`config.mk`:
```
export PLATFORM = sky130hd
export DESIGN_NAME = video_stall_watchdog_core
export DESIGN_NICKNAME = d
export VERILOG_FILES = /design/src/hdl/vsw_pkg.sv /design/src/hdl/video_stall_watchdog_core.sv /design/src/hdl/vsw_cfg_regs.sv /design/src/hdl/vsw_engine.sv
export SDC_FILE = /design/constraint.sdc
export NUM_CORES = 1
export LEC_CHECK = 0
export BUFFER_PORTS_ARGS = -buffer_cell sky130_fd_sc_hd__clkbuf_2
export CORE_MARGIN = 2
export CORE_UTILIZATION = 45
export CTS_CLUSTER_DIAMETER = 150
export DETAILED_ROUTE_END_ITERATION = 12
export HOLD_SLACK_MARGIN = 0.05
export SYNTH_ARGS = -nofsm -noshare
export SYNTH_HDL_FRONTEND = slang
export SYNTH_SLANG_ARGS = --single-unit
```
`constraint.sdc`:
```
create_clock -name i_clk -period 6.6 [get_ports i_clk]
set_input_delay 0.99 -clock i_clk [delete_from_list [all_inputs] [get_ports i_clk]]
set_output_delay 0.99 -clock i_clk [all_outputs]
set_load 0.01 [all_outputs]
```
`src/hdl/vsw_pkg.sv`:
```
`timescale 1ns / 1ps
// ----------------------------------------------------------------------------
// vsw_pkg: shared types and constants of the video stall watchdog
// Event codes, recovery codes, configuration layout and the beat formats
// that pass between the watchdog modules.
// ----------------------------------------------------------------------------
package vsw_pkg;

    // Width of the time stamps and of the sample, recovery and heartbeat ages taken from them
    localparam int TIME_BITS = 32;
    // Width of the time and position fields on the ports
    localparam int NOW_BITS  = 32;
    localparam int CFG_BITS  = 16;
    localparam int CNT_BITS  = 16;
    localparam int IDX_BITS  = 3;

    // Position jump limits (ms) and the minimum advance that counts as playing
    localparam int SEEK_BACK_MS = 250;
    localparam int SEEK_FWD_MS  = 10000;
    localparam int ADVANCE_MS   = 500;

    // Register reset values
    localparam logic [CFG_BITS-1:0] RST_SAMPLE_INTERVAL = 16'd1000;
    localparam logic [CFG_BITS-1:0] RST_STALL_LIMIT     = 16'd3500;
    localparam logic [CFG_BITS-1:0] RST_COOLDOWN        = 16'd6000;
    localparam logic [CFG_BITS-1:0] RST_STABLE_RESET    = 16'd10000;
    localparam logic [CFG_BITS-1:0] RST_HEARTBEAT       = 16'd15000;
    localparam logic [CFG_BITS-1:0] RST_FRESH_FRAME     = 16'd1200;

    typedef logic [TIME_BITS-1:0] t_time;
    typedef logic [NOW_BITS-1:0]  t_pos;

    // Register indexes of the configuration port
    typedef enum logic [IDX_BITS-1:0] {
        CFG_SAMPLE_INTERVAL = 3'd0,
        CFG_STALL_LIMIT     = 3'd1,
        CFG_COOLDOWN        = 3'd2,
        CFG_STABLE_RESET    = 3'd3,
        CFG_HEARTBEAT       = 3'd4,
        CFG_FRESH_FRAME     = 3'd5,
        CFG_RECREATE_OK     = 3'd6
    } t_cfg_idx;

    // Event kinds
    typedef enum logic [2:0] {
        KIND_SAMPLE   = 3'd0,
        KIND_FRAME    = 3'd1,
        KIND_RENDER   = 3'd2,
        KIND_START    = 3'd3,
        KIND_SEEK     = 3'd4,
        KIND_RECONFIG = 3'd5,
        KIND_END      = 3'd6,
        KIND_DRAINED  = 3'd7
    } t_kind;

    // Video output states
    localparam logic [1:0] OUT_NOT_CONFIGURED = 2'd0;

    typedef enum logic [1:0] {
        STAGE_HEALTHY = 2'd0,
        STAGE_RELOAD  = 2'd1,
        STAGE_REBUILT = 2'd2
    } t_stage;

    typedef enum logic [1:0] {
        CAUSE_NONE      = 2'd0,
        CAUSE_OUTPUT    = 2'd1,
        CAUSE_NO_FRAMES = 2'd2
    } t_cause;

    typedef enum logic [2:0] {
        REASON_NONE        = 3'd0,
        REASON_REP_OUTPUT  = 3'd1,
        REASON_REP_FRAMES  = 3'd2,
        REASON_RENDER      = 3'd3,
        REASON_GRAPHICS    = 3'd4,
        REASON_REBUILD_BAD = 3'd5
    } t_reason;

    // Live configuration
    typedef struct packed {
        logic [CFG_BITS-1:0] sample_interval_ms;
        logic [CFG_BITS-1:0] stall_limit_ms;
        logic [CFG_BITS-1:0] cooldown_ms;
        logic [CFG_BITS-1:0] settle_ms;
        logic [CFG_BITS-1:0] beat_period_ms;
        logic [CFG_BITS-1:0] fresh_frame_ms;
        logic                recreate_ok;
    } t_cfg;

    // One event beat
    typedef struct packed {
        t_kind      kind;
        t_pos       now_ms;
        t_pos       playback_ms;
        logic       paused;
        logic       cache_paused;
        logic [1:0] output_state;
        logic       has_video;
        logic       render_failed;
        logic       graphics_failed;
        logic       rebuild_ok;
    } t_item;

    // One result beat
    typedef struct packed {
        logic                reload_request;
        logic                rebuild_attempt;
        logic                heartbeat;
        logic                stage_cleared;
        t_cause              stall_cause;
        t_stage              rec_level;
        logic                hard_pending;
        t_reason             pending_reason;
        logic [CNT_BITS-1:0] graphics_error_count;
    } t_result;

endpackage

```
`src/hdl/video_stall_watchdog_core.sv`:
```
`timescale 1ns / 1ps
// An accepted event beat is held in the input register, then passes through the
// decision logic into the result register.
// Throughput: one event per cycle; the input stalls only while both registers
// are full and the result side stalls.
// Reset (synchronous, active low) clears the watchdog state, restores the register
// defaults and empties both stages; no clearing pass is needed.
// ----------------------------------------------------------------------------
// video_stall_watchdog_core: video pipeline stall watchdog
// Input and result registers around the watchdog engine, with the
// configuration registers beside it.
// ----------------------------------------------------------------------------
module video_stall_watchdog_core (
    input  logic                          i_clk,
    input  logic                          i_rst_n,
    // configuration
    input  logic                          i_cfg_wr_en,
    input  logic [vsw_pkg::IDX_BITS-1:0]  i_cfg_index,
    input  logic [vsw_pkg::CFG_BITS-1:0]  i_cfg_wdata,
    // event channel
    input  logic                          i_in_valid,
    output logic                          o_in_stall,
    input  logic [2:0]                    i_kind,
    input  logic [vsw_pkg::NOW_BITS-1:0]  i_now_ms,
    input  logic [vsw_pkg::NOW_BITS-1:0]  i_playback_ms,
    input  logic                          i_paused,
    input  logic                          i_cache_paused,
    input  logic [1:0]                    i_output_state,
    input  logic                          i_has_video,
    input  logic                          i_render_failed,
    input  logic                          i_graphics_failed,
    input  logic                          i_rebuild_ok,
    // result channel
    output logic                          o_out_valid,
    input  logic                          i_out_stall,
    output logic                          o_reload_request,
    output logic                          o_rebuild_attempt,
    output logic                          o_heartbeat,
    output logic                          o_stage_cleared,
    output logic [1:0]                    o_stall_cause,
    output logic [1:0]                    o_rec_level,
    output logic                          o_hard_pending,
    output logic [2:0]                    o_pending_reason,
    output logic [vsw_pkg::CNT_BITS-1:0]  o_graphics_error_count
);
    import vsw_pkg::*;

    t_cfg    cfg;
    t_result result;
    t_item   r_in;
    logic    r_in_valid;
    t_result r_out;
    logic    r_out_valid;
    logic    in_accept;
    logic    fire;

    vsw_cfg_regs u_cfg (
        .i_clk       (i_clk),
        .i_rst_n     (i_rst_n),
        .i_cfg_wr_en (i_cfg_wr_en),
        .i_cfg_index (i_cfg_index),
        .i_cfg_wdata (i_cfg_wdata),
        .o_cfg       (cfg)
    );

    // Move the held beat on whenever the result register can take it
    assign fire       = r_in_valid && (!r_out_valid || !i_out_stall);
    assign o_in_stall = r_in_valid && !fire;
    assign in_accept  = i_in_valid && !o_in_stall;

    // Capture the event beat
    always_ff @(posedge i_clk) begin
        if (!i_rst_n) begin
            r_in_valid <= 1'b0;
        end else if (in_accept) begin
            r_in_valid <= 1'b1;
        end else if (fire) begin
            r_in_valid <= 1'b0;
        end
    end

    always_ff @(posedge i_clk) begin
        if (in_accept) begin
            r_in.kind            <= t_kind'(i_kind);
            r_in.now_ms          <= i_now_ms;
            r_in.playback_ms     <= i_playback_ms;
            r_in.paused          <= i_paused;
            r_in.cache_paused    <= i_cache_paused;
            r_in.output_state    <= i_output_state;
            r_in.has_video       <= i_has_video;
            r_in.render_failed   <= i_render_failed;
            r_in.graphics_failed <= i_graphics_failed;
            r_in.rebuild_ok      <= i_rebuild_ok;
        end
    end

    vsw_engine u_engine (
        .i_clk    (i_clk),
        .i_rst_n  (i_rst_n),
        .i_cfg    (cfg),
        .i_fire   (fire),
        .i_item   (r_in),
        .o_result (result)
    );

    // Hold the result beat until taken
    always_ff @(posedge i_clk) begin
        if (!i_rst_n) begin
            r_out_valid <= 1'b0;
        end else if (fire) begin
            r_out_valid <= 1'b1;
        end else if (!i_out_stall) begin
            r_out_valid <= 1'b0;
        end
    end

    always_ff @(posedge i_clk) begin
        if (fire) begin
            r_out <= result;
        end
    end

    assign o_out_valid            = r_out_valid;
    assign o_reload_request       = r_out.reload_request;
    assign o_rebuild_attempt      = r_out.rebuild_attempt;
    assign o_heartbeat            = r_out.heartbeat;
    assign o_stage_cleared        = r_out.stage_cleared;
    assign o_stall_cause          = r_out.stall_cause;
    assign o_rec_level            = r_out.rec_level;
    assign o_hard_pending         = r_out.hard_pending;
    assign o_pending_reason       = r_out.pending_reason;
    assign o_graphics_error_count = r_out.graphics_error_count;

endmodule

```
`src/hdl/vsw_cfg_regs.sv`:
```
`timescale 1ns / 1ps
// ----------------------------------------------------------------------------
// vsw_cfg_regs: watchdog configuration registers
// Holds the timing thresholds and the rebuild enable, written by index.
// ----------------------------------------------------------------------------
module vsw_cfg_regs (
    input  logic                           i_clk,
    input  logic                           i_rst_n,
    input  logic                           i_cfg_wr_en,
    input  logic [vsw_pkg::IDX_BITS-1:0]   i_cfg_index,
    input  logic [vsw_pkg::CFG_BITS-1:0]   i_cfg_wdata,
    output vsw_pkg::t_cfg                  o_cfg
);
    import vsw_pkg::*;

    t_cfg r_cfg;
    t_cfg n_cfg;

    // Decode the write onto one register
    always_comb begin
        n_cfg = r_cfg;
        if (i_cfg_wr_en) begin
            case (t_cfg_idx'(i_cfg_index))
                CFG_SAMPLE_INTERVAL: n_cfg.sample_interval_ms = i_cfg_wdata;
                CFG_STALL_LIMIT:     n_cfg.stall_limit_ms     = i_cfg_wdata;
                CFG_COOLDOWN:        n_cfg.cooldown_ms        = i_cfg_wdata;
                CFG_STABLE_RESET:    n_cfg.settle_ms          = i_cfg_wdata;
                CFG_HEARTBEAT:       n_cfg.beat_period_ms     = i_cfg_wdata;
                CFG_FRESH_FRAME:     n_cfg.fresh_frame_ms     = i_cfg_wdata;
                CFG_RECREATE_OK:     n_cfg.recreate_ok        = i_cfg_wdata[0];
                default:             n_cfg = r_cfg;
            endcase
        end
    end

    always_ff @(posedge i_clk) begin
        if (!i_rst_n) begin
            r_cfg.sample_interval_ms <= RST_SAMPLE_INTERVAL;
            r_cfg.stall_limit_ms     <= RST_STALL_LIMIT;
            r_cfg.cooldown_ms        <= RST_COOLDOWN;
            r_cfg.settle_ms          <= RST_STABLE_RESET;
            r_cfg.beat_period_ms     <= RST_HEARTBEAT;
            r_cfg.fresh_frame_ms     <= RST_FRESH_FRAME;
            r_cfg.recreate_ok        <= 1'b1;
        end else begin
            r_cfg <= n_cfg;
        end
    end

    assign o_cfg = r_cfg;

endmodule

```
`src/hdl/vsw_engine.sv`:
```
`timescale 1ns / 1ps
// ----------------------------------------------------------------------------
// vsw_engine: watchdog state and per-event decision logic
// Applies one event beat to the recovery state and forms its result.
// ----------------------------------------------------------------------------
module vsw_engine (
    input  logic             i_clk,
    input  logic             i_rst_n,
    input  vsw_pkg::t_cfg    i_cfg,
    input  logic             i_fire,
    input  vsw_pkg::t_item   i_item,
    output vsw_pkg::t_result o_result
);
    import vsw_pkg::*;

    typedef logic signed [NOW_BITS:0] t_delta;
    typedef logic [TIME_BITS:0]       t_age_x;

    // Watchdog state
    t_stage              r_stage, n_stage;
    logic                r_pending, n_pending;
    t_reason             r_reason, n_reason;
    t_time               r_frame_time, n_frame_time;
    logic                r_frame_valid, n_frame_valid;
    t_time               r_rec_time, n_rec_time;
    logic                r_rec_valid, n_rec_valid;
    t_time               r_sample_time, n_sample_time;
    logic                r_sample_valid, n_sample_valid;
    t_pos                r_sample_pos, n_sample_pos;
    t_time               r_hb_time, n_hb_time;
    logic [CNT_BITS-1:0] r_err_cnt, n_err_cnt;
    logic                r_ctx_live, n_ctx_live;

    // Derived terms
    t_time   now;
    t_time   sample_age;
    t_time   rec_age;
    t_time   hb_age;
    t_age_x  frame_age;
    t_delta  advanced;
    logic    is_seek;
    logic    advancing;
    logic    suspect;
    logic    no_fresh;
    logic    cooldown_ok;
    logic    stable_ok;
    t_result res;

    // Ages and position delta
    always_comb begin
        now        = t_time'(i_item.now_ms);
        sample_age = now - r_sample_time;
        rec_age    = now - r_rec_time;
        hb_age     = now - r_hb_time;
        frame_age  = r_frame_valid ? {1'b0, now - r_frame_time}
                                   : t_age_x'(i_cfg.stall_limit_ms) + t_age_x'(1);
        advanced   = t_delta'({1'b0, i_item.playback_ms}) - t_delta'({1'b0, r_sample_pos});
        is_seek    = (advanced < -t_delta'(SEEK_BACK_MS)) || (advanced > t_delta'(SEEK_FWD_MS));
        advancing  = advanced >= t_delta'(ADVANCE_MS);
        suspect    = i_item.has_video && (i_item.output_state == OUT_NOT_CONFIGURED);
        no_fresh   = i_item.has_video && (frame_age > t_age_x'(i_cfg.stall_limit_ms));
        cooldown_ok = !r_rec_valid || (rec_age >= t_time'(i_cfg.cooldown_ms));
        stable_ok   = !r_rec_valid || (rec_age > t_time'(i_cfg.settle_ms));
    end

    // Next state and result of the event
    always_comb begin
        n_stage        = r_stage;
        n_pending      = r_pending;
        n_reason       = r_reason;
        n_frame_time   = r_frame_time;
        n_frame_valid  = r_frame_valid;
        n_rec_time     = r_rec_time;
        n_rec_valid    = r_rec_valid;
        n_sample_time  = r_sample_time;
        n_sample_valid = r_sample_valid;
        n_sample_pos   = r_sample_pos;
        n_hb_time      = r_hb_time;
        n_err_cnt      = r_err_cnt;
        n_ctx_live     = r_ctx_live;
        res            = '0;

        case (i_item.kind)
            KIND_SAMPLE: begin
                if (!r_sample_valid) begin
                    // first sample only records where playback is
                    n_sample_valid = 1'b1;
                    n_sample_time  = now;
                    n_sample_pos   = i_item.playback_ms;
                end else if (sample_age >= t_time'(i_cfg.sample_interval_ms)) begin
                    n_sample_time = now;
                    n_sample_pos  = i_item.playback_ms;
                    if (is_seek) begin
                        n_frame_time  = now;
                        n_frame_valid = 1'b1;
                    end else begin
                        if (advancing && (hb_age >= t_time'(i_cfg.beat_period_ms))) begin
                            res.heartbeat = 1'b1;
                            n_hb_time     = now;
                        end
                        if (!i_item.paused && !i_item.cache_paused && advancing &&
                            (suspect || no_fresh)) begin
                            if (cooldown_ok) begin
                                res.stall_cause = suspect ? CAUSE_OUTPUT : CAUSE_NO_FRAMES;
                                if (r_stage == STAGE_HEALTHY) begin
                                    // first trip: ask for a reload
                                    res.reload_request = 1'b1;
                                    n_stage       = STAGE_RELOAD;
                                    n_rec_time    = now;
                                    n_rec_valid   = 1'b1;
                                    n_frame_time  = now;
                                    n_frame_valid = 1'b1;
                                end else begin
                                    // repeat: arm the hard recovery
                                    n_pending = 1'b1;
                                    n_reason  = suspect ? REASON_REP_OUTPUT
                                                        : REASON_REP_FRAMES;
                                end
                            end
                        end else if ((r_stage != STAGE_HEALTHY) && advancing &&
                                     (frame_age < t_age_x'(i_cfg.fresh_frame_ms)) &&
                                     stable_ok) begin
                            n_stage           = STAGE_HEALTHY;
                            res.stage_cleared = 1'b1;
                        end
                    end
                end
            end
            KIND_FRAME: begin
                if (r_ctx_live) begin
                    n_frame_time  = now;
                    n_frame_valid = 1'b1;
                end
            end
            KIND_RENDER: begin
                if (r_ctx_live && (i_item.render_failed || i_item.graphics_failed)) begin
                    // saturate the error count
                    if (r_err_cnt != '1) begin
                        n_err_cnt = r_err_cnt + CNT_BITS'(1);
                    end
                    if (!r_pending) begin
                        n_pending = 1'b1;
                        n_reason  = i_item.render_failed ? REASON_RENDER : REASON_GRAPHICS;
                    end
                end
            end
            KIND_START: begin
                n_frame_time   = now;
                n_frame_valid  = 1'b1;
                n_rec_time     = '0;
                n_rec_valid    = 1'b0;
                n_sample_time  = '0;
                n_sample_valid = 1'b0;
                n_sample_pos   = '0;
                n_hb_time      = now;
                n_stage        = STAGE_HEALTHY;
                n_pending      = 1'b0;
                n_reason       = REASON_NONE;
            end
            KIND_SEEK: begin
                n_frame_time   = now;
                n_frame_valid  = 1'b1;
                n_sample_valid = 1'b0;
            end
            KIND_RECONFIG: begin
                n_frame_time  = now;
                n_frame_valid = 1'b1;
            end
            KIND_END: begin
                n_sample_valid = 1'b0;
            end
            KIND_DRAINED: begin
                if (r_pending && i_cfg.recreate_ok && cooldown_ok) begin
                    res.rebuild_attempt = 1'b1;
                    n_rec_time  = now;
                    n_rec_valid = 1'b1;
                    if (i_item.rebuild_ok) begin
                        n_ctx_live         = 1'b1;
                        n_frame_time       = now;
                        n_frame_valid      = 1'b1;
                        n_stage            = STAGE_REBUILT;
                        n_pending          = 1'b0;
                        n_reason           = REASON_NONE;
                        res.reload_request = 1'b1;
                    end else begin
                        n_ctx_live = 1'b0;
                        n_pending  = 1'b1;
                        n_reason   = REASON_REBUILD_BAD;
                    end
                end
            end
            default: begin
                n_stage = r_stage;
            end
        endcase

        res.rec_level            = n_stage;
        res.hard_pending         = n_pending;
        res.pending_reason       = n_reason;
        res.graphics_error_count = n_err_cnt;
    end

    // Commit the event
    always_ff @(posedge i_clk) begin
        if (!i_rst_n) begin
            r_stage        <= STAGE_HEALTHY;
            r_pending      <= 1'b0;
            r_reason       <= REASON_NONE;
            r_frame_time   <= '0;
            r_frame_valid  <= 1'b0;
            r_rec_time     <= '0;
            r_rec_valid    <= 1'b0;
            r_sample_time  <= '0;
            r_sample_valid <= 1'b0;
            r_sample_pos   <= '0;
            r_hb_time      <= '0;
            r_err_cnt      <= '0;
            r_ctx_live     <= 1'b1;
        end else if (i_fire) begin
            r_stage        <= n_stage;
            r_pending      <= n_pending;
            r_reason       <= n_reason;
            r_frame_time   <= n_frame_time;
            r_frame_valid  <= n_frame_valid;
            r_rec_time     <= n_rec_time;
            r_rec_valid    <= n_rec_valid;
            r_sample_time  <= n_sample_time;
            r_sample_valid <= n_sample_valid;
            r_sample_pos   <= n_sample_pos;
            r_hb_time      <= n_hb_time;
            r_err_cnt      <= n_err_cnt;
            r_ctx_live     <= n_ctx_live;
        end
    end

    assign o_result = res;

endmodule
```
==> out/qor.csv <==
stage;metric;value;unit
clock_network;CTS Buffer Depth;3;
critical_path;Max FO, Critical Path;32;
logic_synthesis;Post-synth top cells;nand2_1, a21oi_1, inv_1;
timing;RSZ-0062 raised after global routing;no;
logic_synthesis;Synth area leaders;dfxtp_1, ha_1, edfxtp_1;
clock_network;post_cts resized;0;
route;Routed Antenna Nets;0;
layout;Area Growth Syn to Fin;10.5;%
route;count of TritonRoute iterations in the first routing pass;8;
logic_synthesis;syn_area_per_cell;8.03;µm²
logic_synthesis;Syn Nets;3790;
layout;multi-input logic area;17100;µm²
die;# IOs;129;
global_routing;largest net degree at the start of global routing;109;
critical_path;Worst Setup SP;r_in[44]$_DFFE_PP_;
critical_path;R2R Path End;u_engine.r_hb_time[31]$_SDFFE_PN0P_;
power;Peak VDD IR;0.000221;V
route;Via density;5.79;
layout;Nets;3856;
logic_synthesis;Main synth FF type;dfxtp_1;
placement;Placed Cells;4234;
timing;fin. max-slew vios;0;
run;number of max-cap violations;0;
placement;# port buffers;128;
global_routing;number of global-route vias before repair;24100;
logic_synthesis;Synth Instances;3433;
route;drt first-iter violations;1587;
die;Initial Util;45.6;%
critical_path;Setup crit end;u_engine.r_hb_time[31]$_SDFFE_PN0P_;
timing;worst-margin pin slew;1.11;ns
die;Die Wd;252;µm
timing;Worst slew margin;25.1;%
clock_network;CTS tree;done;
worst_hold_path;Hold Path Class;flip-flop to flip-flop;
layout;layout cells sized above 1;8.00;%
timing;Setup WS post-layout;0.469;ns
logic_synthesis;post-synthesis cell type count;89;
logic_synthesis;area leader, netlist;dfxtp_1;
clock_network;post-CTS setup buffers;0;
critical_path;Startpoint Class;flip-flop;
critical_path;crit path DAT;6.64;ns
clock_network;Clk pin slew, worst setup/hold paths;0.06;ns
logic_synthesis;synth warn;0;
power;Pwr per Cell Area;212;nW/µm²
critical_path;R2R depth;25;
route;DRC violations left;0;
critical_path;worst reg2reg setup slack;0.47;ns
clock_network;H-tree lvl count;2;
placement;gpl congestion;0.953;
logic_synthesis;asr flop ratio synth;0;%
logic_synthesis;EDFF count, synth;103;
layout;register area;8800;µm²
global_routing;initial antenna violation count;1;
clock_network;hold_buf cts;0;
die;Site Rows;90;
die;total core area;60500;µm²
die;Die H;252;µm
logic_synthesis;top-count cell post-synth;nand2_1;
layout;final std cells w/o fill;4319;
timing;Fin. Hold Viols;0;
logic_synthesis;Synth Register Bits;388;
global_routing;first-pass GRT wire length;129000;µm
worst_hold_path;Hold Path Origin;u_cfg.o_cfg[7]$_SDFFE_PN0P_;
route;detailed-route via count;25000;
clock_network;Root Buffer Master;clkbuf_16;
timing;setup TNS;0;ns
die;die area;63300;µm²
critical_path;CP Data Required Time;7.11;ns
timing;Setup Skew;0.0258;ns
clock_network;total clock sinks;388;
logic_synthesis;Seq/Total Area, Yosys;31.9;%
route;final wirelength;82200;µm
logic_synthesis;synthesized area;27600;µm²
power;Pleak;11.9;nW
clock_network;CTS Buf Count;45;
layout;Layout fillers;5794;
route;routed length per instance;19.0;µm
status;outcome;finished clean;
timing;Setup Viol. Count Final;0;
timing;Tmin final;6.13;ns
clock_network;Worst-Skew Late Latency;0.60;ns
worst_hold_path;Hold Path Stages;2;
timing;Fmax;0.163;GHz
logic_synthesis;share of the synthesized area in the top cell type;20.7;%
timing;fraction of the cycle the final worst path needs;92.9;%
placement;detailed placer's ending HPWL;62400;µm
global_routing;gr ovfl total;0;
critical_path;crit path capture type;flip-flop;
critical_path;r2r startpoint;r_in[44]$_DFFE_PP_;
placement;setup slack after placement;0.446;ns
critical_path;Worst Setup Path Type;flip-flop to flip-flop;
global_routing;global-route usage over all layers;25.4;%
power by group:
group          switching (mW)  total [mW]  internal (mW)  leakage [nW]
sequential             0.0677        2.59           2.52          3.30
clock                    1.05        2.48           1.42         0.711
combinational           0.858        1.38          0.524          7.92
total                    1.98        6.45           4.47          11.9
stage by stage:
step | utilization (%) | hold WS [ns] | cell area [µm²] | power (mW)
global placement | 48.0 | 0.439 | 29000 | 3.98
finish | 50.4 | 0.455 | 30500 | 6.45
floorplan | - | 0.434 | 27600 | 3.58
CTS | 50.4 | 0.457 | 30500 | 6.52
detailed placement | 48.0 | 0.448 | 29000 | 4.01
global route | 50.4 | 0.467 | 30500 | 6.76
cell type report:
class	instances	area share (%)
timing repair buffer	171	3.43
multi-input combinational	2597	56.1
tap	782	3.21
inverter	296	3.66
sequential	388	28.9
clock inverter	25	0.727
antenna	1	0.00821
clock buffer	59	4.00
registers in the layout (all words and copies together), names as in the netlist, 2 cells and up:
| name | flops |
|---|---|
| o_pending_reason | 3 |
| o_graphics_error_count | 16 |
| u_engine.r_sample_pos | 32 |
| u_engine.r_frame_time | 32 |
| o_rec_level | 2 |
| u_engine.r_err_cnt | 16 |
| u_engine.r_stage | 2 |
| o_stall_cause | 2 |
| r_in | 75 |
| u_engine.r_hb_time | 32 |
| u_cfg.o_cfg | 97 |
| u_engine.r_reason | 3 |
| u_engine.r_sample_time | 32 |
| u_engine.r_rec_time | 32 |
kinds of logic after synthesis:
logic type      Yosys count  share of synthesized area [%]
flops                   388                           31.9
buf+inv                 448                           6.32
fa+ha+maj               258                           11.8
compound gates          877                           20.3
xor+xnor                140                           4.45
simple gates           1201                           20.7
mux                     121                           4.43
routing by layer:
metal  vias to the layer above  routed length, µm  GRT usage [%]
met1                     11800              35300           31.4
met5                         -                  0              0
li1                      12300                  -              -
met3                       140               3810           2.66
met4                         0               2580           8.66
met2                       675              40500           45.7
worst max-delay path, stage by stage (launching register included):
cell and delay [ns]:
edfxtp_1 0.56, ha_1 0.43, o211ai_1 0.10, a21oi_1 0.26
nor2_1 0.09, o31ai_1 0.39, a21o_1 0.18, a21oi_1 0.09
o21bai_1 0.14, a21oi_1 0.10, xnor2_1 0.14, ha_1 0.30
a21o_1 0.16, a21o_1 0.18, a2111oi_1 0.46, nand3_1 0.13
a2111oi_0 0.36, nand4_1 0.15, nor4_1 0.30, nand4_1 0.21
buf_4 0.22, and3_1 0.25, o311a_1 0.18, o21ai_4 0.15
buf_12 0.28, mux2i_1 0.23
layout by cell type (no fill, tap or decap), types with 11 or more instances in the layout:
cell type  netlist  final
a2111oi_0       19     18
a211o_1         14     14
a211oi_1        33     33
a21boi_0        13     13
a21o_1          72     72
a21oi_1        338    337
a31oi_1         14     14
and2_1          15     15
and3_1          32     32
buf_4            5     37
clkbuf_1       129     11
clkbuf_16        0     46
clkbuf_2         0    127
clkinv_2         0     12
dfxtp_1        285    285
edfxtp_1       103    103
ha_1           253    253
inv_1          295    295
mux2i_1        114    114
nand2_1        499    499
nand2b_1       111    110
nand3_1        159    159
nand4_1         56     56
nor2_1         158    157
nor2b_1         29     28
nor3_1          50     48
nor4_1          19     19
o2111ai_1       15     14
o211ai_1        71     71
o21a_1          28     28
o21ai_0        138    137
o21bai_1        18     18
or3_1           16     16
xnor2_1         86     86
xor2_1          54     54
worst min-delay path by stage:
stage                                                end  slack, ns
floorplan                    u_cfg.o_cfg[1]$_SDFFE_PN0P_       0.43
global placement             u_cfg.o_cfg[1]$_SDFFE_PN0P_       0.44
detailed placement  u_engine.r_rec_time[11]$_SDFFE_PN0P_       0.45
CTS                          u_cfg.o_cfg[7]$_SDFFE_PN0P_       0.46
global route         u_engine.r_rec_time[6]$_SDFFE_PN0P_       0.47
finish                       u_cfg.o_cfg[7]$_SDFFE_PN0P_       0.45
(Power assumes the default switching activity.)
